### src/rtl/bac_pkg.sv
package bac_pkg;

  // Fixed field widths of the interface.
  localparam int CFG_W     = 9;
  localparam int CFG_IDX_W = 1;
  localparam int PIX_W     = 8;
  localparam int COLOR_W   = 3 * PIX_W;
  localparam int CROP_W    = 9;

  // Default frame store geometry.
  localparam int DEF_MAX_WIDTH  = 256;
  localparam int DEF_MAX_HEIGHT = 256;

  // Reset value of both size registers.
  localparam logic [CFG_W-1:0] DIM_RESET = 9'd256;

  localparam logic [PIX_W-1:0] ALPHA_OPAQUE = 8'd255;
  localparam logic [PIX_W-1:0] ALPHA_CLEAR  = 8'd0;

  typedef enum logic {
    OP_LOAD  = 1'b0,
    OP_FETCH = 1'b1
  } op_t;

  typedef enum logic {
    KIND_SUMMARY = 1'b0,
    KIND_PIXEL   = 1'b1
  } kind_t;

  typedef enum logic [CFG_IDX_W-1:0] {
    REG_IMAGE_WIDTH  = 1'd0,
    REG_IMAGE_HEIGHT = 1'd1
  } cfg_reg_t;

  // One result on its way from the control logic to the output stage.
  typedef struct packed {
    logic                valid;
    kind_t               kind;
    logic                last;
    logic                empty;
    logic [CROP_W-1:0]   crop_width;
    logic [CROP_W-1:0]   crop_height;
    logic [COLOR_W-1:0]  bg;
  } bac_res_t;

endpackage

### src/rtl/bac_ctrl.sv
module bac_ctrl #(
  parameter int MAX_WIDTH  = bac_pkg::DEF_MAX_WIDTH,
  parameter int MAX_HEIGHT = bac_pkg::DEF_MAX_HEIGHT,
  parameter int AW         = $clog2(MAX_WIDTH * MAX_HEIGHT)
) (
  input  logic                          clk,
  input  logic                          rst_n,
  input  logic                          accept,
  input  bac_pkg::op_t                  op,
  input  logic [bac_pkg::COLOR_W-1:0]   colour,
  input  logic                          cfg_we,
  input  logic [bac_pkg::CFG_IDX_W-1:0] cfg_index,
  input  logic [bac_pkg::CFG_W-1:0]     cfg_data,
  output logic                          mem_we,
  output logic [AW-1:0]                 mem_waddr,
  output logic [bac_pkg::COLOR_W-1:0]   mem_wdata,
  output logic                          mem_re,
  output logic [AW-1:0]                 mem_raddr,
  output bac_pkg::bac_res_t             res
);
  import bac_pkg::*;

  localparam int CW  = $clog2(MAX_WIDTH);
  localparam int RW  = $clog2(MAX_HEIGHT);
  localparam int DWW = $clog2(MAX_WIDTH + 1);
  localparam int DHW = $clog2(MAX_HEIGHT + 1);
  localparam logic [AW-1:0] ROW_PITCH = AW'(MAX_WIDTH);

  // Configuration and frame bookkeeping registers.
  logic [CFG_W-1:0]   img_w_r, img_w_nxt;
  logic [CFG_W-1:0]   img_h_r, img_h_nxt;
  logic [COLOR_W-1:0] bg_r, bg_nxt;
  logic [CW-1:0]      left_r, left_nxt, right_r, right_nxt;
  logic [RW-1:0]      top_r, top_nxt, bot_r, bot_nxt;
  logic               found_r, found_nxt;
  logic [CW-1:0]      lcol_r, lcol_nxt;
  logic [RW-1:0]      lrow_r, lrow_nxt;
  logic               complete_r, complete_nxt;
  logic [CW-1:0]      rcol_r, rcol_nxt;
  logic [RW-1:0]      rrow_r, rrow_nxt;
  logic               active_r, active_nxt;

  // Working values of the current request.
  logic [DWW-1:0] eff_w;
  logic [DHW-1:0] eff_h;
  logic [CW-1:0]  col_c, left_c, right_c;
  logic [RW-1:0]  row_c, top_c, bot_c;
  logic           found_c;
  logic [DWW-1:0] box_w;
  logic [DHW-1:0] box_h;
  logic [CW-1:0]  fetch_col;
  logic [RW-1:0]  fetch_row;
  logic           fetch_last;

  // Out-of-range sizes are clamped to one and to the store geometry.
  always_comb begin
    if (img_w_r == '0) begin
      eff_w = DWW'(1);
    end else if (32'(img_w_r) > MAX_WIDTH) begin
      eff_w = DWW'(MAX_WIDTH);
    end else begin
      eff_w = DWW'(img_w_r);
    end
    if (img_h_r == '0) begin
      eff_h = DHW'(1);
    end else if (32'(img_h_r) > MAX_HEIGHT) begin
      eff_h = DHW'(MAX_HEIGHT);
    end else begin
      eff_h = DHW'(img_h_r);
    end
  end

  // Size of the stored box, used by the readout.
  assign box_w = DWW'(right_r) - DWW'(left_r) + DWW'(1);
  assign box_h = DHW'(bot_r) - DHW'(top_r) + DHW'(1);

  // Readout position inside the box.
  assign fetch_col  = left_r + rcol_r;
  assign fetch_row  = top_r + rrow_r;
  assign fetch_last = (DWW'(rcol_r) + DWW'(1) >= box_w) &&
                      (DHW'(rrow_r) + DHW'(1) >= box_h);

  // Next state, memory requests and result for the accepted request.
  always_comb begin
    img_w_nxt    = img_w_r;
    img_h_nxt    = img_h_r;
    bg_nxt       = bg_r;
    left_nxt     = left_r;
    right_nxt    = right_r;
    top_nxt      = top_r;
    bot_nxt      = bot_r;
    found_nxt    = found_r;
    lcol_nxt     = lcol_r;
    lrow_nxt     = lrow_r;
    complete_nxt = complete_r;
    rcol_nxt     = rcol_r;
    rrow_nxt     = rrow_r;
    active_nxt   = active_r;

    col_c   = lcol_r;
    row_c   = lrow_r;
    left_c  = left_r;
    right_c = right_r;
    top_c   = top_r;
    bot_c   = bot_r;
    found_c = found_r;

    mem_we    = 1'b0;
    mem_waddr = '0;
    mem_wdata = colour;
    mem_re    = 1'b0;
    mem_raddr = '0;
    res       = '0;
    res.bg    = bg_r;

    if (cfg_we) begin
      case (cfg_reg_t'(cfg_index))
        REG_IMAGE_WIDTH:  img_w_nxt = cfg_data;
        REG_IMAGE_HEIGHT: img_h_nxt = cfg_data;
        default: ;
      endcase
    end

    if (accept && op == OP_LOAD) begin
      // A load after a complete frame discards it and starts a new one.
      if (complete_r) begin
        col_c      = '0;
        row_c      = '0;
        left_c     = '0;
        right_c    = '0;
        top_c      = '0;
        bot_c      = '0;
        found_c    = 1'b0;
        active_nxt = 1'b0;
      end
      // The first pixel of a frame is the background.
      if (col_c == '0 && row_c == '0) begin
        bg_nxt  = colour;
        found_c = 1'b0;
      end
      mem_we    = 1'b1;
      mem_waddr = AW'(row_c) * ROW_PITCH + AW'(col_c);

      left_nxt  = left_c;
      right_nxt = right_c;
      top_nxt   = top_c;
      bot_nxt   = bot_c;
      found_nxt = found_c;
      if (colour != bg_nxt) begin
        if (!found_c) begin
          left_nxt  = col_c;
          right_nxt = col_c;
          top_nxt   = row_c;
          bot_nxt   = row_c;
          found_nxt = 1'b1;
        end else begin
          if (col_c < left_c)  left_nxt  = col_c;
          if (col_c > right_c) right_nxt = col_c;
          if (row_c < top_c)   top_nxt   = row_c;
          if (row_c > bot_c)   bot_nxt   = row_c;
        end
      end

      complete_nxt = 1'b0;
      if (DWW'(col_c) + DWW'(1) >= eff_w) begin
        lcol_nxt = '0;
        if (DHW'(row_c) + DHW'(1) >= eff_h) begin
          // Last pixel of the frame: issue the summary with the updated box.
          lrow_nxt     = '0;
          complete_nxt = 1'b1;
          active_nxt   = found_nxt;
          rcol_nxt     = '0;
          rrow_nxt     = '0;
          res.valid    = 1'b1;
          res.kind     = KIND_SUMMARY;
          if (found_nxt) begin
            res.crop_width  = CROP_W'(right_nxt) - CROP_W'(left_nxt) + CROP_W'(1);
            res.crop_height = CROP_W'(bot_nxt) - CROP_W'(top_nxt) + CROP_W'(1);
          end else begin
            res.empty = 1'b1;
          end
        end else begin
          lrow_nxt = row_c + RW'(1);
        end
      end else begin
        lcol_nxt = col_c + CW'(1);
        lrow_nxt = row_c;
      end
    end else if (accept && op == OP_FETCH && active_r) begin
      // Read one pixel of the box; the output stage keys it.
      mem_re    = 1'b1;
      mem_raddr = AW'(fetch_row) * ROW_PITCH + AW'(fetch_col);
      res.valid = 1'b1;
      res.kind  = KIND_PIXEL;
      res.last  = fetch_last;
      if (fetch_last) begin
        active_nxt = 1'b0;
        rcol_nxt   = '0;
        rrow_nxt   = '0;
      end else if (DWW'(rcol_r) + DWW'(1) >= box_w) begin
        rcol_nxt = '0;
        rrow_nxt = rrow_r + RW'(1);
      end else begin
        rcol_nxt = rcol_r + CW'(1);
      end
    end
  end

  always_ff @(posedge clk) begin
    if (!rst_n) begin
      img_w_r    <= DIM_RESET;
      img_h_r    <= DIM_RESET;
      bg_r       <= '0;
      left_r     <= '0;
      right_r    <= '0;
      top_r      <= '0;
      bot_r      <= '0;
      found_r    <= 1'b0;
      lcol_r     <= '0;
      lrow_r     <= '0;
      complete_r <= 1'b0;
      rcol_r     <= '0;
      rrow_r     <= '0;
      active_r   <= 1'b0;
    end else begin
      img_w_r    <= img_w_nxt;
      img_h_r    <= img_h_nxt;
      bg_r       <= bg_nxt;
      left_r     <= left_nxt;
      right_r    <= right_nxt;
      top_r      <= top_nxt;
      bot_r      <= bot_nxt;
      found_r    <= found_nxt;
      lcol_r     <= lcol_nxt;
      lrow_r     <= lrow_nxt;
      complete_r <= complete_nxt;
      rcol_r     <= rcol_nxt;
      rrow_r     <= rrow_nxt;
      active_r   <= active_nxt;
    end
  end

endmodule

### config.mk
export PLATFORM = sky130hd
export DESIGN_NAME = bac_ctrl
export DESIGN_NICKNAME = d
export VERILOG_FILES = /design/src/rtl/bac_pkg.sv /design/src/rtl/bac_ctrl.sv
export SDC_FILE = /design/constraint.sdc
export NUM_CORES = 1
export LEC_CHECK = 0
export CORE_MARGIN = 5
export CORE_UTILIZATION = 45
export CTS_BUF_LIST = sky130_fd_sc_hd__clkbuf_16
export CTS_CLUSTER_SIZE = 28
export DETAILED_ROUTE_END_ITERATION = 8
export DONT_BUFFER_PORTS = 1
export HOLD_SLACK_MARGIN = 0.12
export PLACE_DENSITY_LB_ADDON = 0.15
export SLEW_MARGIN = 20
export SYNTH_ARGS = -nofsm -noshare
export SYNTH_HDL_FRONTEND = slang
export SYNTH_SLANG_ARGS = --single-unit
### constraint.sdc
create_clock -name clk -period 6.7 [get_ports clk]
set_input_delay 1.34 -clock clk [delete_from_list [all_inputs] [get_ports clk]]
set_output_delay 1.34 -clock clk [all_outputs]
set_load 0.02 [all_outputs]
## Word level (Yosys, flattened, before mapping)

Index checks and enable logic that the tools add are counted.

| word-level totals | value |
|---|---|
| input port bits | 39 |
| output and inout bits | 104 |
| flip-flop bits (word level) | 109 |

| operators by class | value |
|---|---|
| magnitude comparators | 10 |
| $add $sub $neg | 20 |
| bitwise operators | 2 |
| multiplexer cells | 76 |
| reductions and logical operators | 17 |
| equal/unequal tests | 3 |

Operator list:

| operator | number |
|---|---|
| 2-to-1 mux 8 bit | 41 |
| 2-to-1 mux 19 bit | 3 |
| 2-to-1 mux 16 bit | 3 |
| 2-to-1 mux 24 bit | 2 |
| adder 8 x 1 -> 9 bit (second input constant) | 4 |
| adder 9 x 1 -> 9 bit (second input constant) | 4 |
| greater-or-equal comparator 9 bit | 4 |
| 2-to-1 mux 9 bit | 4 |
| subtractor 8 x 8 -> 9 bit | 4 |
| adder 16 x 8 -> 16 bit | 2 |
| adder 8 x 1 -> 8 bit (second input constant) | 4 |
| != test 24 bit | 1 |
| greater-than comparator 9 bit (second input constant) | 2 |
| zero test 9 bit | 2 |
| 2-to-1 mux 1 bit | 18 |
| 2-to-1 mux 18 bit | 1 |
| adder 8 bit | 2 |
| greater-than comparator 8 bit | 2 |
| zero test 8 bit | 2 |
| < comparator 8 bit | 2 |
| 2-to-1 mux 2 bit | 3 |
| AND reduction 2 bit | 3 |
| logical AND 1 bit | 5 |
| != test 2 x 1 -> 1 bit (second input constant) | 2 |
| 6 further kinds | 8 |

## Logic depth before layout (Yosys ltp)

| depth | value |
|---|---|
| depth after elaboration | 16 |
| gate-level depth with buffers | 25 |
| gate-level depth less buffers | 21 |

## Worst setup path after synthesis

Ideal clock, no wire load.

| path | value |
|---|---|
| kind | register to output |
| start | register complete_r |
| end | output port res[32] (netlist name) |
| required time | 5.360 ns |
| slack | 0.597 ns |
| cell stages (with the launch flop) | 24 |
| arrival | 4.763 ns |
| cell sequence | dfxtp_1 > buf_6 > inv_1 > clkbuf_1 > buf_1 > nand2_1 > ha_1 > o2111ai_1 > nor2_1 > a221o_1 > a221oi_4 > buf_6 > nand2_1 > o21ai_0 > nand2_1 > ha_1 > ha_1 > a21o_1 > a21oi_1 > nor2b_1 > o21a_1 > o41a_1 > xor2_1 > nor2_1 |

RTL lines:

| item | RTL line | text |
|---|---|---|
| from (decl) | bac_ctrl.sv:38 | `logic complete_r, complete_nxt;` |
| from (signal assigned) | bac_ctrl.sv:236 | `complete_r <= complete_nxt;` |
| to (decl) | bac_ctrl.sv:19 | `output bac_pkg::bac_res_t res` |

==> results by group <==
Run status
  – Outcome: finished, final reports clean

Place
  – DP HPWL: 20200 um
  – Final RePlAce weighted congestion: 0.918
  – # port buffers: 0

Synth
  – Library cells used by synthesis: 77
  – Yosys reg bits: 109
  – Synthesized cell area: 0.00985 mm2
  – Post-Syn Nets: 1420
  – Sequential area share after synthesis: 22.2%
  – Ys async rst share: 0%
  – Synth Instances: 1229
  – Avg Cell Area, Syn: 8.01 um2
  – Yosys Warn Count: 0
  – Post-synth EDFFs: 0
  – Ys flop type: dfxtp_1

Power
  – Pwr/cell area: 144 mW/mm2
  – Sw Ratio: 31.3%
  – Clk pwr share: 38.0%
  – Maximum VDD drop: 0.0000973 V
  – Combinational share of power: 16.2%
  – Net Sw Power: 0.000470 W
  – Total power: 0.00150 W
  – Internal Pwr Total: 0.00103 W
  – Static leakage: 4.21 nW
  – Sequential share of power: 45.8%

Drt
  – 1st-iter DRT viols: 623
  – Vias: 8483
  – Via/cell ratio: 5.68
  – Drt drc: 0
  – Total Wirelength: 26700 um
  – Pre-antenna DRT Iters: 5
  – Routed WL per cell: 17.9 um
  – Routed Antenna Nets: 0

Floorplan
  – Core area: 0.0217 mm2
  – I/O pin cnt: 143
  – Starting Density: 45.4%
  – Placement Rows: 54
  – DIE AREA: 0.0249 mm2
  – Chip Width: 158 um
  – Die Ht: 158 um

Layout
  – Most frequent cells in the layout: 156 x nand2_1, 146 x ha_1, 128 x nor2_1, 108 x dfxtp_1, 77 x a21oi_1
  – Share of cells above drive strength 1: 8.08%
  – Most common cell after layout, fill and taps aside: nand2_1
  – Ant diodes: 0
  – Fin nets: 1399
  – Area grow syn2layout: 5.83%

Critical path
  – Crit path max fanout: 18
  – Crit. End Element: primary output
  – CP Class: register to primary output
  – Startpoint Class: register
  – Critical Path AT: 5.11 ns
  – CP Data Required Time: 5.36 ns

STA
  – Slew HR: 44.7%
  – Clock skew: 0.0106 ns
  – Setup TNS: 0 ns
  – Slew Limit Fails: 0
  – Final period utilization: 96.3%
  – Worst Max-Slew Pin Slew: 0.827 ns
  – RSZ-0062 raised after global routing: no
  – Final setup fails: 0
  – Hold Vio Cnt, Final: 0
  – Crit path time final: 6.45 ns
  – Fmax: 0.155 GHz

Clock tree
  – Worst-Skew Late Latency: 0.37 ns
  – CTS max path bufs: 2
  – Clock sinks: 109
  – CTS Root Cell: clkbuf_16
  – CTS buffer count: 9
  – H-tree levels: 3
  – CTS tree: yes
  – Reg clk slew, reported paths: 0.09 ns

GRT
  – Number of global-route vias before repair: 7963
  – Global-route wire length before repair: 41900 um
  – Pin count of the biggest net entering global routing: 52
  – GRT Overall Usage: 20.8%
  – Grt ovf: 0
  – Initial antenna violation count: 0

Min path
  – HP Class: register to register

Job
  – Max Cap Viol: 0
[cell type report]
class,count,area [um2]
sequential,109,2190
tap,280,350
timing repair buffer,47,395
clock buffer,9,225
clock inverter,7,83.8
multi-input combinational,981,6950
timing repair inverter,1,5.00
inverter,59,225
fill,2226,11300
[state kept, by name (all words and copies together), names as in the netlist]
signal / cells
active_r: 1
found_r: 1
rcol_r: 8
bg_r: 24
lrow_r: 8
rrow_r: 8
lcol_r: 8
img_h_r: 9
img_w_r: 9
right_r: 8
top_r: 8
left_r: 8
complete_r: 1
bot_r: 8
[metal layers]
layer	part of all wire (%)	wire, um	track usage [%]
met5	0	0	0
met4	2.5	668	6.54
met3	6.0	1590	3.01
met2	45	12000	33.6
met1	46	12400	28.9
[power by group through the flow]
stage | clock (W) | sequential (W) | combinational [W]
after floorplan | 0 | 0.000699 | 0.000218
after global placement | 0 | 0.000703 | 0.000237
after detailed placement | 0 | 0.000703 | 0.000239
after CTS | 0.000583 | 0.000688 | 0.000240
after global routing | 0.000609 | 0.000690 | 0.000270
final | 0.000571 | 0.000687 | 0.000243
[kinds of logic (layout without fill, tap and decap cells)]
| logic type | after synthesis | after routing | share of synthesized area [%] |
|---|---|---|---|
| AOI/OAI and AO/OA | 248 | 248 | 17.3 |
| buffers and inverters | 139 | 123 | 7.34 |
| adders and majority gates | 152 | 152 | 19.8 |
| DFF | 109 | 109 | 22.2 |
| xor gates and xnor gates | 82 | 82 | 7.29 |
| muxes | 39 | 39 | 4.04 |
| and+or+nand+nor | 460 | 460 | 22.1 |
[metrics by stage]
step | hold slack, ns | cell area [um2] | instances | setup WS (ns) | util [%]
3_5_place_dp | 0.464 | 10000 | 1468 | 0.390 | 46.2
2_1_floorplan | 0.436 | 9850 | 1229 | 0.597 | -
4_1_cts | 0.476 | 10300 | 1484 | 0.0597 | 47.6
3_3_place_gp | 0.461 | 10000 | 1468 | 0.429 | 46.2
5_1_grt | 0.496 | 10400 | 1493 | 0.00769 | 48.1
6_report | 0.473 | 10400 | 1493 | 0.245 | 48.1
[path summary, 6_finish.rpt]
| path | from | end | slack (ns) | cells past startpoint |
|---|---|---|---|---|
| worst min register to register | img_w_r[0]$_SDFFE_PN0P_ | img_w_r[0]$_SDFFE_PN0P_ | 0.47 | 2 |
| worst min-delay path | img_w_r[0]$_SDFFE_PN0P_ | img_w_r[0]$_SDFFE_PN0P_ | 0.47 | 2 |
| worst max-delay path | complete_r$_SDFFE_PN0P_ | res[31] | 0.25 | 23 |
| worst max register to register | left_r[0]$_SDFFE_PN0P_ | rrow_r[6]$_SDFFE_PN0P_ | 2.54 | 15 |
[critical path: stages, from the launching register on]
cell        delay (ns)
dfxtp_4           0.42
clkinvlp_4        0.17
buf_4             0.17
buf_4             0.19
nand2_1           0.08
ha_1              0.22
nor3_1            0.16
nor2_1            0.06
a221o_1           0.42
a221oi_4          0.32
buf_4             0.17
mux2i_1           0.21
nor2_1            0.08
ha_1              0.29
inv_1             0.04
ha_1              0.21
fa_1              0.40
a21o_1            0.18
a21o_1            0.19
a21o_1            0.18
a21oi_1           0.17
xor2_1            0.16
nor2_1            0.05
buf_4             0.18
[synth_stat cells (all sizes together), types with 28 or more instances]
master  number  area share (%)
a21oi       80             4.3
ha         146              19
clkbuf      34             1.7
nor2       129             4.9
xnor2       54             4.8
nand2      156             5.9
nand3       32             1.6
mux2i       33             3.4
xor2        28             2.5
o21ai       40             2.1
nor2b       29             1.8
inv         57             2.2
dfxtp      109              22
buf         46             3.4
[what timing repair did]
action,in CTS,in global routing
buffers inserted,0,7
resized for setup,0,4
endpoints found under the setup margin,0,5
hold buffers,0,0
(Power assumes the default switching activity.)
