### src/rtl/bac_pkg.sv
package bac_pkg;

  // Fixed field widths of the interface.
  localparam int CFG_W     = 9;
  localparam int CFG_IDX_W = 1;
  localparam int PIX_W     = 8;
  localparam int COLOR_W   = 3 * PIX_W;
  localparam int CROP_W    = 9;

  // Default frame store geometry.
  localparam int DEF_MAX_WIDTH  = 256;
  localparam int DEF_MAX_HEIGHT = 256;

  // Reset value of both size registers.
  localparam logic [CFG_W-1:0] DIM_RESET = 9'd256;

  localparam logic [PIX_W-1:0] ALPHA_OPAQUE = 8'd255;
  localparam logic [PIX_W-1:0] ALPHA_CLEAR  = 8'd0;

  typedef enum logic {
    OP_LOAD  = 1'b0,
    OP_FETCH = 1'b1
  } op_t;

  typedef enum logic {
    KIND_SUMMARY = 1'b0,
    KIND_PIXEL   = 1'b1
  } kind_t;

  typedef enum logic [CFG_IDX_W-1:0] {
    REG_IMAGE_WIDTH  = 1'd0,
    REG_IMAGE_HEIGHT = 1'd1
  } cfg_reg_t;

  // One result on its way from the control logic to the output stage.
  typedef struct packed {
    logic                valid;
    kind_t               kind;
    logic                last;
    logic                empty;
    logic [CROP_W-1:0]   crop_width;
    logic [CROP_W-1:0]   crop_height;
    logic [COLOR_W-1:0]  bg;
  } bac_res_t;

endpackage

### src/rtl/bac_out.sv
module bac_out (
  input  logic                        clk,
  input  logic                        rst_n,
  input  bac_pkg::bac_res_t           res,
  input  logic [bac_pkg::COLOR_W-1:0] rd_data,
  input  logic                        out_stall,
  output logic                        in_stall,
  output logic                        out_valid,
  output logic                        out_kind,
  output logic [bac_pkg::PIX_W-1:0]   out_red,
  output logic [bac_pkg::PIX_W-1:0]   out_green,
  output logic [bac_pkg::PIX_W-1:0]   out_blue,
  output logic [bac_pkg::PIX_W-1:0]   out_alpha,
  output logic [bac_pkg::CROP_W-1:0]  out_crop_width,
  output logic [bac_pkg::CROP_W-1:0]  out_crop_height,
  output logic                        out_empty_res,
  output logic                        out_last
);
  import bac_pkg::*;

  bac_res_t          p1_r;
  logic              out_valid_r;
  logic              out_kind_r;
  logic [PIX_W-1:0]  out_red_r, out_green_r, out_blue_r, out_alpha_r;
  logic [CROP_W-1:0] out_cw_r, out_ch_r;
  logic              out_empty_r, out_last_r;
  logic              out_free;
  logic              advance;

  // The result stage moves on whenever the output register is free or drained.
  assign out_free = !out_valid_r || !out_stall;
  assign advance  = p1_r.valid && out_free;
  assign in_stall = p1_r.valid && !out_free;

  // Result stage: holds the result while the store read data is registered.
  always_ff @(posedge clk) begin
    if (!rst_n) begin
      p1_r <= '0;
    end else if (advance || !p1_r.valid) begin
      p1_r <= res;
    end
  end

  // Output register.
  always_ff @(posedge clk) begin
    if (!rst_n) begin
      out_valid_r <= 1'b0;
    end else if (advance) begin
      out_valid_r <= 1'b1;
    end else if (!out_stall) begin
      out_valid_r <= 1'b0;
    end
  end

  always_ff @(posedge clk) begin
    if (advance) begin
      out_kind_r <= p1_r.kind;
      if (p1_r.kind == KIND_PIXEL) begin
        out_red_r   <= rd_data[3*PIX_W-1:2*PIX_W];
        out_green_r <= rd_data[2*PIX_W-1:PIX_W];
        out_blue_r  <= rd_data[PIX_W-1:0];
        out_alpha_r <= (rd_data == p1_r.bg) ? ALPHA_CLEAR : ALPHA_OPAQUE;
        out_last_r  <= p1_r.last;
        out_cw_r    <= '0;
        out_ch_r    <= '0;
        out_empty_r <= 1'b0;
      end else begin
        out_red_r   <= '0;
        out_green_r <= '0;
        out_blue_r  <= '0;
        out_alpha_r <= '0;
        out_last_r  <= 1'b0;
        out_cw_r    <= p1_r.crop_width;
        out_ch_r    <= p1_r.crop_height;
        out_empty_r <= p1_r.empty;
      end
    end
  end

  assign out_valid       = out_valid_r;
  assign out_kind        = out_kind_r;
  assign out_red         = out_red_r;
  assign out_green       = out_green_r;
  assign out_blue        = out_blue_r;
  assign out_alpha       = out_alpha_r;
  assign out_crop_width  = out_cw_r;
  assign out_crop_height = out_ch_r;
  assign out_empty_res   = out_empty_r;
  assign out_last        = out_last_r;

endmodule

### config.mk
export PLATFORM = sky130hd
export DESIGN_NAME = bac_out
export DESIGN_NICKNAME = d
export VERILOG_FILES = /design/src/rtl/bac_pkg.sv /design/src/rtl/bac_out.sv
export SDC_FILE = /design/constraint.sdc
export NUM_CORES = 1
export LEC_CHECK = 0
export ABC_AREA = 0
export BUFFER_PORTS_ARGS = -buffer_cell sky130_fd_sc_hd__buf_2
export CORE_MARGIN = 4
export CORE_UTILIZATION = 35
export CTS_BUF_LIST = sky130_fd_sc_hd__clkbuf_2 sky130_fd_sc_hd__clkbuf_4 sky130_fd_sc_hd__clkbuf_8
export CTS_CLUSTER_DIAMETER = 40
export DETAILED_ROUTE_END_ITERATION = 12
export HOLD_SLACK_MARGIN = 0.12
export PLACE_DENSITY_LB_ADDON = 0.2
export SYNTH_ARGS = -nofsm -noshare
export SYNTH_HDL_FRONTEND = slang
export SYNTH_SLANG_ARGS = --single-unit
### constraint.sdc
create_clock -name clk -period 4.5 [get_ports clk]
set_input_delay 0 -clock clk [delete_from_list [all_inputs] [get_ports clk]]
set_output_delay 0 -clock clk [all_outputs]
set_load 0.01 [all_outputs]
Word-level counts from Yosys, hierarchy flattened

Index checks and enable logic that the tools add are counted.

Output and inout port bits: 55
Word-level logic and storage cells: 30
Input port bits: 73
Flip-flop bits (word level): 100

Reduce and logical (&&, ||, !) cells: 8
Mux-type cells: 3
Eq/ne operators: 2

Operators by type and width:

| kind                                                             | count |
|---|---|
| 24-bit == test                                                   | 1 |
| 8-bit 2-to-1 mux                                                 | 1 |
| 1-bit logical NOT                                                | 4 |
| 1-bit logical AND                                                | 2 |
| 1-bit logical OR                                                 | 2 |
| 1-bit 2-to-1 mux                                                 | 2 |
| 2-bit by 1-bit != test with 1-bit output (second input constant) | 1 |

Logic depth before layout (Yosys ltp)

Gate-level depths: netlist of the first run.

Depth in word-level cells: 4
Mapped depth: 6
Mapped depth without buffers: 4

Least setup slack after synthesis of the first run

No wires, ideal clock.

Path kind: register to register
Start point: register p1_r[45] in the netlist's numbering
End point: register out_alpha_r[6] (netlist: out_alpha[6]), enable pin
Stages on the path, launching flop included: 2
Clock period less this slack: 4.290 ns
Path buffers: 0
Setup time: 0.520 ns
Slack: 0.210 ns
Arrival time: 3.770 ns
Required time: 3.980 ns
Path through: dfxtp_1 -> a21boi_0

Cells in the longest elaborated chain, start to end: 1

Ends and longest elaborated chain:

| what                   | line          | source |
|---|---|---|
| from (decl)            | bac_out.sv:21 | `bac_res_t p1_r;` |
| from (signal assigned) | bac_out.sv:40 | `p1_r <= res;` |
| 1-bit logical AND      | bac_out.sv:32 | `assign advance = p1_r.valid && out_free;` |
| named net advance      | bac_out.sv:28 | `logic advance;` |
| to (signal assigned)   | bac_out.sv:62 | `out_alpha_r <= (rd_data == p1_r.bg) ? ALPHA_CLEAR : ALPHA_OPAQUE;` |
| to (decl)              | bac_out.sv:24 | `logic [PIX_W-1:0] out_red_r, out_green_r, out_blue_r, out_alpha_r;` |

The timed path passes the listed nets, and every way through them passes these cells.
A chain may end at the register's enable or synchronous reset.

Final worst setup path of the first run

Start point: register out_valid_r (netlist: out_valid)
End point: output in_stall

Cells in the longest elaborated chain, start to end: 4

Ends and longest elaborated chain:

| what                   | line          | source |
|---|---|---|
| from (decl)            | bac_out.sv:22 | `logic out_valid_r;` |
| from (signal assigned) | bac_out.sv:47 | `out_valid_r <= 1'b0;` |
| from (signal assigned) | bac_out.sv:49 | `out_valid_r <= 1'b1;` |
| from (signal assigned) | bac_out.sv:51 | `out_valid_r <= 1'b0;` |
| 1-bit logical NOT      | bac_out.sv:31 | `assign out_free = !out_valid_r \|\| !out_stall;` |
| 1-bit logical OR       | bac_out.sv:31 |  |
| 1-bit logical NOT      | bac_out.sv:33 | `assign in_stall = p1_r.valid && !out_free;` |
| 1-bit logical AND      | bac_out.sv:33 |  |
| to (decl)              | bac_out.sv:7  | `output logic in_stall,` |

No other way between the ends.

==> flow_summary.yaml, run 1 <==
global_routing:
  grt_pass1_wl_um: 14500
  grt_overflow: 0
  grt_max_degree: 48
  antenna_found_initial: 0
  grt_usage_pct: 14.7
  grt_pass1_vias: 2970
synth:
  synth_edf_count: 46
  syn_area_per_cell_sq_um: 11.2
  async_reset_ff_share_pct: 0
  yosys.area.top_type: "edfxtp_1"
  ys_top_cells_by_count: "nand2_1 (90), dfxtp_1 (47), edfxtp_1 (46)"
  synth_cell_types: 21
  synth_cells: 336
  synth.most_common_cell: "nand2_1"
  syn_nets: 409
  synth_top_area_share_pct: 36.7
  yosysSeqAreaShare_pct: 61.7
  yosysWarnings: 0
  synthFlopType: "dfxtp_1"
  ys_seq_elements: 93
  syn-cell-area_sq_mm: 0.00377
  yosys-top-cells-area: "edfxtp_1 (37%), dfxtp_1 (25%), nand2_1 (9.0%)"
power:
  vdd_drop_max_v: 0.000134
  pwr-share-clk_pct: 30.2
  power.density_mw_per_mm2: 315
  p_int_mw: 1.28
  p_leak_nw: 2.28
  p_seq_share_pct: 57.4
  combPwrFrac_pct: 12.3
  p_switching_mw: 0.398
  switching_share_pct: 23.8
floorplan:
  num_io_pins: 128
  core_area_sq_mm: 0.0104
  initial_utilization_pct: 36.2
  die-area_sq_mm: 0.0125
  rows: 37
  fp.dieW_um: 112
  dieHeight_um: 112
cts:
  clkTransAtPathRegs_ns: 0.09
  h-tree-depth: 3
  clockBufferDepth: 2
  clk-insertion-delay-late_ns: 0.35
  postCtsSetupBuffers: 0
  cts_resized: 0
  holdBufCountCts: 71
  cts_sinks: 93
  cts_buffers: 9
  cts_root_buf: "clkbuf_8"
  cts_tree: "built"
setup_path:
  rr_endpoint: "p1_r[12]"
  arrival_ns: 2.40
  cp_max_fo: 47
  cp-endpoint: "in_stall"
  worst_setup_path_end_kind: "output port"
  worst-setup-path-type: "flop to output port"
  reg2reg_from: "out_valid"
  cp-startpoint: "out_valid"
  r2r_slack_ns: 2.33
  critPathLaunchType: "flop"
  worstPathRequired_ns: 4.50
  r2r_cells: 4
drt:
  wirelength_um: 8830
  num_vias: 2860
  dr.pass1.iters: 4
  vias_per_cell: 4.33
  drtIter0Drc: 77
  wl_per_cell_um: 13.4
  drc: 0
  ant_nets: 0
sta:
  fmax_mhz: 417
  setup_viol: 0
  tightest_slew_ns: 0.840
  skew_ns: 0.00920
  max_slew_margin_pct: 44.0
  tns_ns: 0
  fin_crit_sh_pct: 53.3
  rsz0062_at_grt: "false"
  drv_slew: 0
  period_needed_ns: 2.40
  hold_violations: 0
final_layout:
  antenna_cells: 0
  final_area_sq_mm: 0.00533
  nets: 593
  regArea_sq_mm: 0.00232
  drive_above_1_share_pct: 29.0
  syn2layout_area_growth_pct: 41.4
  multi_input_area_sq_mm: 0.00129
  fillers: 961
min_path:
  hold_class: "input port to flop"
  hp-start: "rst_n"
run:
  max_cap_viol_count: 0
placed_design:
  post_dp_cell_area_sq_mm: 0.00443
  dp_hpwl_um: 5790
  place_congestion: 0.746
  io_buffers: 127
run_status:
  outcome: "complete, no violations"
## critical path, cell delays in order, from the launching register on
cell	delay [ns]
dfxtp_1	0.47
nand3_4	0.45
inv_2	0.81
buf_2	0.26
## state kept, by name, indices dropped and copies added (netlist names)
| name | cells |
|---|---|
| out_red | 8 |
| out_last | 1 |
| out_empty_res | 1 |
| out_kind | 1 |
| p1_r | 46 |
| out_crop_height | 9 |
| out_green | 8 |
| out_alpha | 1 |
| out_blue | 8 |
| out_crop_width | 9 |
| out_valid | 1 |
## metrics by stage
stage / std cells / hold slack [ns] / total power, mW / worst slack, ns / utilization [%]
after floorplan: 336 / 0.124 / 1.07 / 0.210 / -
after global placement: 574 / 0.215 / 1.14 / 2.45 / 42.6
after detailed placement: 574 / 0.219 / 1.14 / 2.33 / 42.6
after CTS: 661 / 0.215 / 1.70 / 2.05 / 51.1
after global routing: 661 / 0.255 / 1.76 / 1.82 / 51.1
final: 661 / 0.229 / 1.67 / 2.10 / 51.1
## worst min path at each step
| stage | end | slack, ns | cells after the start |
|---|---|---|---|
| 6_report | p1_r[45] | 0.23 | 2 |
| 5_1_grt | p1_r[45] | 0.25 | 2 |
| 4_1_cts | p1_r[45] | 0.21 | 2 |
| 3_5_place_dp | p1_r[45] | 0.22 | 2 |
| 3_3_place_gp | p1_r[45] | 0.22 | 2 |
| 2_1_floorplan | p1_r[45] | 0.12 | 1 |
## metal layers
layer	share of wire [%]	track usage, %	wire, um	up-vias
met5	0	0	0	-
met4	2.5	7.14	219	0
met3	4.6	2.72	408	17
met2	50	24.4	4410	82
met1	43	18.3	3790	1290
li1	-	-	-	1471
## cell families after synthesis
kind of cell           share of synthesized area (%)
XOR/XNOR                                        5.58
flip-flops                                      61.7
buffers and inverters                           4.29
AO/OA/AOI/OAI                                   9.73
AND/OR/NAND/NOR                                 18.7
## final cells by class
class | count | share of cell area (%)
Tap cell | 136 | 3.20
Clock inverter | 5 | 0.658
Timing Repair Buffer | 199 | 25.4
Sequential cell | 93 | 43.6
Multi-Input combinational cell | 216 | 24.3
Inverter | 1 | 0.0705
Clock buffer | 11 | 2.73
## cell usage in the layout, fill, tap and decap left out
master | Yosys | routed
nor2b_1 | 20 | 20
dfxtp_1 | 47 | 46
and2_1 | 25 | 25
dlygate4sd3_1 | 0 | 71
clkinvlp_4 | 0 | 2
o21a_1 | 1 | 1
xor2_1 | 16 | 16
a21boi_0 | 16 | 15
a21boi_4 | 0 | 1
nand2_1 | 90 | 90
xnor2_1 | 8 | 8
nor4_2 | 4 | 4
clkinv_4 | 0 | 1
dfxtp_2 | 0 | 1
o31a_1 | 1 | 1
inv_4 | 0 | 1
clkbuf_4 | 0 | 1
buf_4 | 7 | 1
a21boi_1 | 30 | 30
a21oi_1 | 1 | 1
clkinv_2 | 0 | 1
clkbuf_8 | 0 | 10
nand4_1 | 3 | 3
inv_2 | 1 | 1
buf_2 | 2 | 127
edfxtp_1 | 46 | 46
nand3_4 | 1 | 1
## power groups by stage
stage	registers, mW	clock network (mW)	logic, mW
finish	0.962	0.506	0.207
global route	0.968	0.567	0.229
CTS	0.963	0.528	0.210
detailed placement	0.982	0	0.162
global placement	0.980	0	0.160
floorplan	0.987	0	0.0817
(Power assumes the default switching activity.)
==> inputs of run 2 (changes only) <==
==> constraint.sdc (replaced) <==
create_clock -name clk -period 2.4 [get_ports clk]
set_input_delay 0 -clock clk [delete_from_list [all_inputs] [get_ports clk]]
set_output_delay 0 -clock clk [all_outputs]
set_load 0.01 [all_outputs]
==> flow_summary.yaml, run 2 (synthesized netlist as in run 1, its figures left out) <==
floorplan:
  core_area_sq_mm: 0.0104
  dieHeight_um: 112
  die-area_sq_mm: 0.0125
  rows: 37
  num_io_pins: 128
  fp.dieW_um: 112
  initial_utilization_pct: 36.2
power:
  pwr-share-clk_pct: 31.8
  p_int_mw: 2.47
  p_seq_share_pct: 56.1
  power.density_mw_per_mm2: 600
  p_total_mw: 3.21
  switching_share_pct: 23.2
  vdd_drop_max_v: 0.000227
  p_switching_mw: 0.744
  p_leak_nw: 2.30
  combPwrFrac_pct: 12.1
setup_path:
  worstPathRequired_ns: 2.40
  reg2reg_from: "out_valid"
  crit_path_top_delay_cell: "inv_2"
  crit_path_max_incr_delay_ns: 0.62
  cpLargestDelayFamily: "buffers and inverters"
  cp-startpoint: "out_valid"
  arrival_ns: 1.79
  critical_path_buf_inv_count: 2
  worst-setup-path-type: "flop to output port"
  cp_max_fo: 47
  critPathLaunchType: "flop"
  worst_setup_path_end_kind: "output port"
  path_cells: "nand3_4, inv_2, buf_2"
drt:
  drtIter0Drc: 95
  wirelength_um: 8750
  ant_nets: 0
  num_vias: 2885
  vias_per_cell: 4.35
  drc: 0
  dr.pass1.iters: 4
  wl_per_cell_um: 13.2
placed_design:
  io_buffers: 127
  placed_cells: 576
  dpl_worst_slack_ns: 0.843
  place_congestion: 0.701
  dp_hpwl_um: 5680
final_layout:
  drive_above_1_share_pct: 29.2
  nets: 595
  antenna_cells: 0
  fin_cells: 663
  largest_reg_flops: 46
  final_common_cell: "buf_2"
  syn2layout_area_growth_pct: 42.2
  layout.cells.most_common_list: "buf_2 (127), nand2_1 (90), dlygate4sd3_1 (71), edfxtp_1 (46), dfxtp_1 (46)"
  top_register: "p1_r"
cts:
  clkTransAtPathRegs_ns: 0.09
  cts_tree: "built"
  clockBufferDepth: 2
  h-tree-depth: 3
  cts_sinks: 93
  clk-insertion-delay-late_ns: 0.35
  postCtsSetupBuffers: 0
  cts_root_buf: "clkbuf_8"
  cts_buffers: 9
sta:
  drv_slew: 0
  fmax_mhz: 559
  skew_ns: 0.00757
  hold_violations: 0
  period_needed_ns: 1.79
  layout_setup_ws_ns: 0.612
  max_slew_margin_pct: 43.9
  tns_ns: 0
  rsz0062_at_grt: "false"
  tightest_slew_ns: 0.840
  fin_crit_sh_pct: 74.5
  setup_viol: 0
global_routing:
  grt_overflow: 0
  grt_pass1_vias: 2995
  grt_pass1_wl_um: 14600
  antenna_found_initial: 0
  grt_max_degree: 48
  grt_usage_pct: 14.8
min_path:
  hold_class: "input port to flop"
  hp-start: "rst_n"
run_status:
  outcome: "complete, no violations"
run:
  max_cap_viol_count: 0
==> run 2: cell count changes in the layout (fill, tap and decap cells not counted) <==
cell       delta
bufinv_16     +1
clkinv_2      +1
inv_4         -1
buf_4         +2
clkbuf_8      -1
==> run 2: what timing repair did <==
action,4_1_cts,5_1_grt
gates resized for setup,0,0
hold endpoints to repair,72,0
endpoints found under the setup margin,0,0
hold buffers,71,0
==> run 2: stage by stage <==
step	instance area (sq um)	hold slack, ns	utilization, %
floorplan	3770	0.124	-
global placement	4450	0.211	42.7
detailed placement	4450	0.218	42.7
CTS	5360	0.237	51.4
global route	5360	0.260	51.4
finish	5360	0.226	51.4
==> run 2: worst register-to-register path: cells and delay by family (launching register included) <==
kind	cells	cell delay (ns)
compound gates	1	0.18
buf+inv	1	0.62
flops	1	0.46
simple gates	2	0.22
==> run 2: area by class of cell <==
class	instances	area (sq um)
well taps	136	170
repair buffers	201	1370
multi-input cells	216	1290
clock buffers	10	131
fillers	964	5060
inverters	1	3.75
flip-flops and latches	93	2320
clock inverters	6	63.8
==> run 2: power groups by stage <==
stage                     combinational (mW)  sequential (mW)  clock [mW]
after detailed placement               0.303             1.84           0
after floorplan                        0.154             1.85           0
after CTS                              0.395             1.80        1.07
after global routing                   0.431             1.81        1.14
after global placement                 0.300             1.84           0
final                                  0.388             1.80        1.02
==> run 2: per-layer routing <==
metal	wire length [um]	track usage, %	share of wire (%)
met3	386	2.23	4.4
met2	4530	26.3	52
met1	3620	17.6	41
met5	0	0	0
met4	221	6.73	2.5
==> run 2: worst paths after layout <==
check	end	slack [ns]	cells past startpoint
worst max-delay path	in_stall	0.61	3
worst min-delay path	p1_r[45]	0.23	2
worst max register to register	p1_r[21]	0.85	4
worst min register to register	p1_r[24]	0.45	2
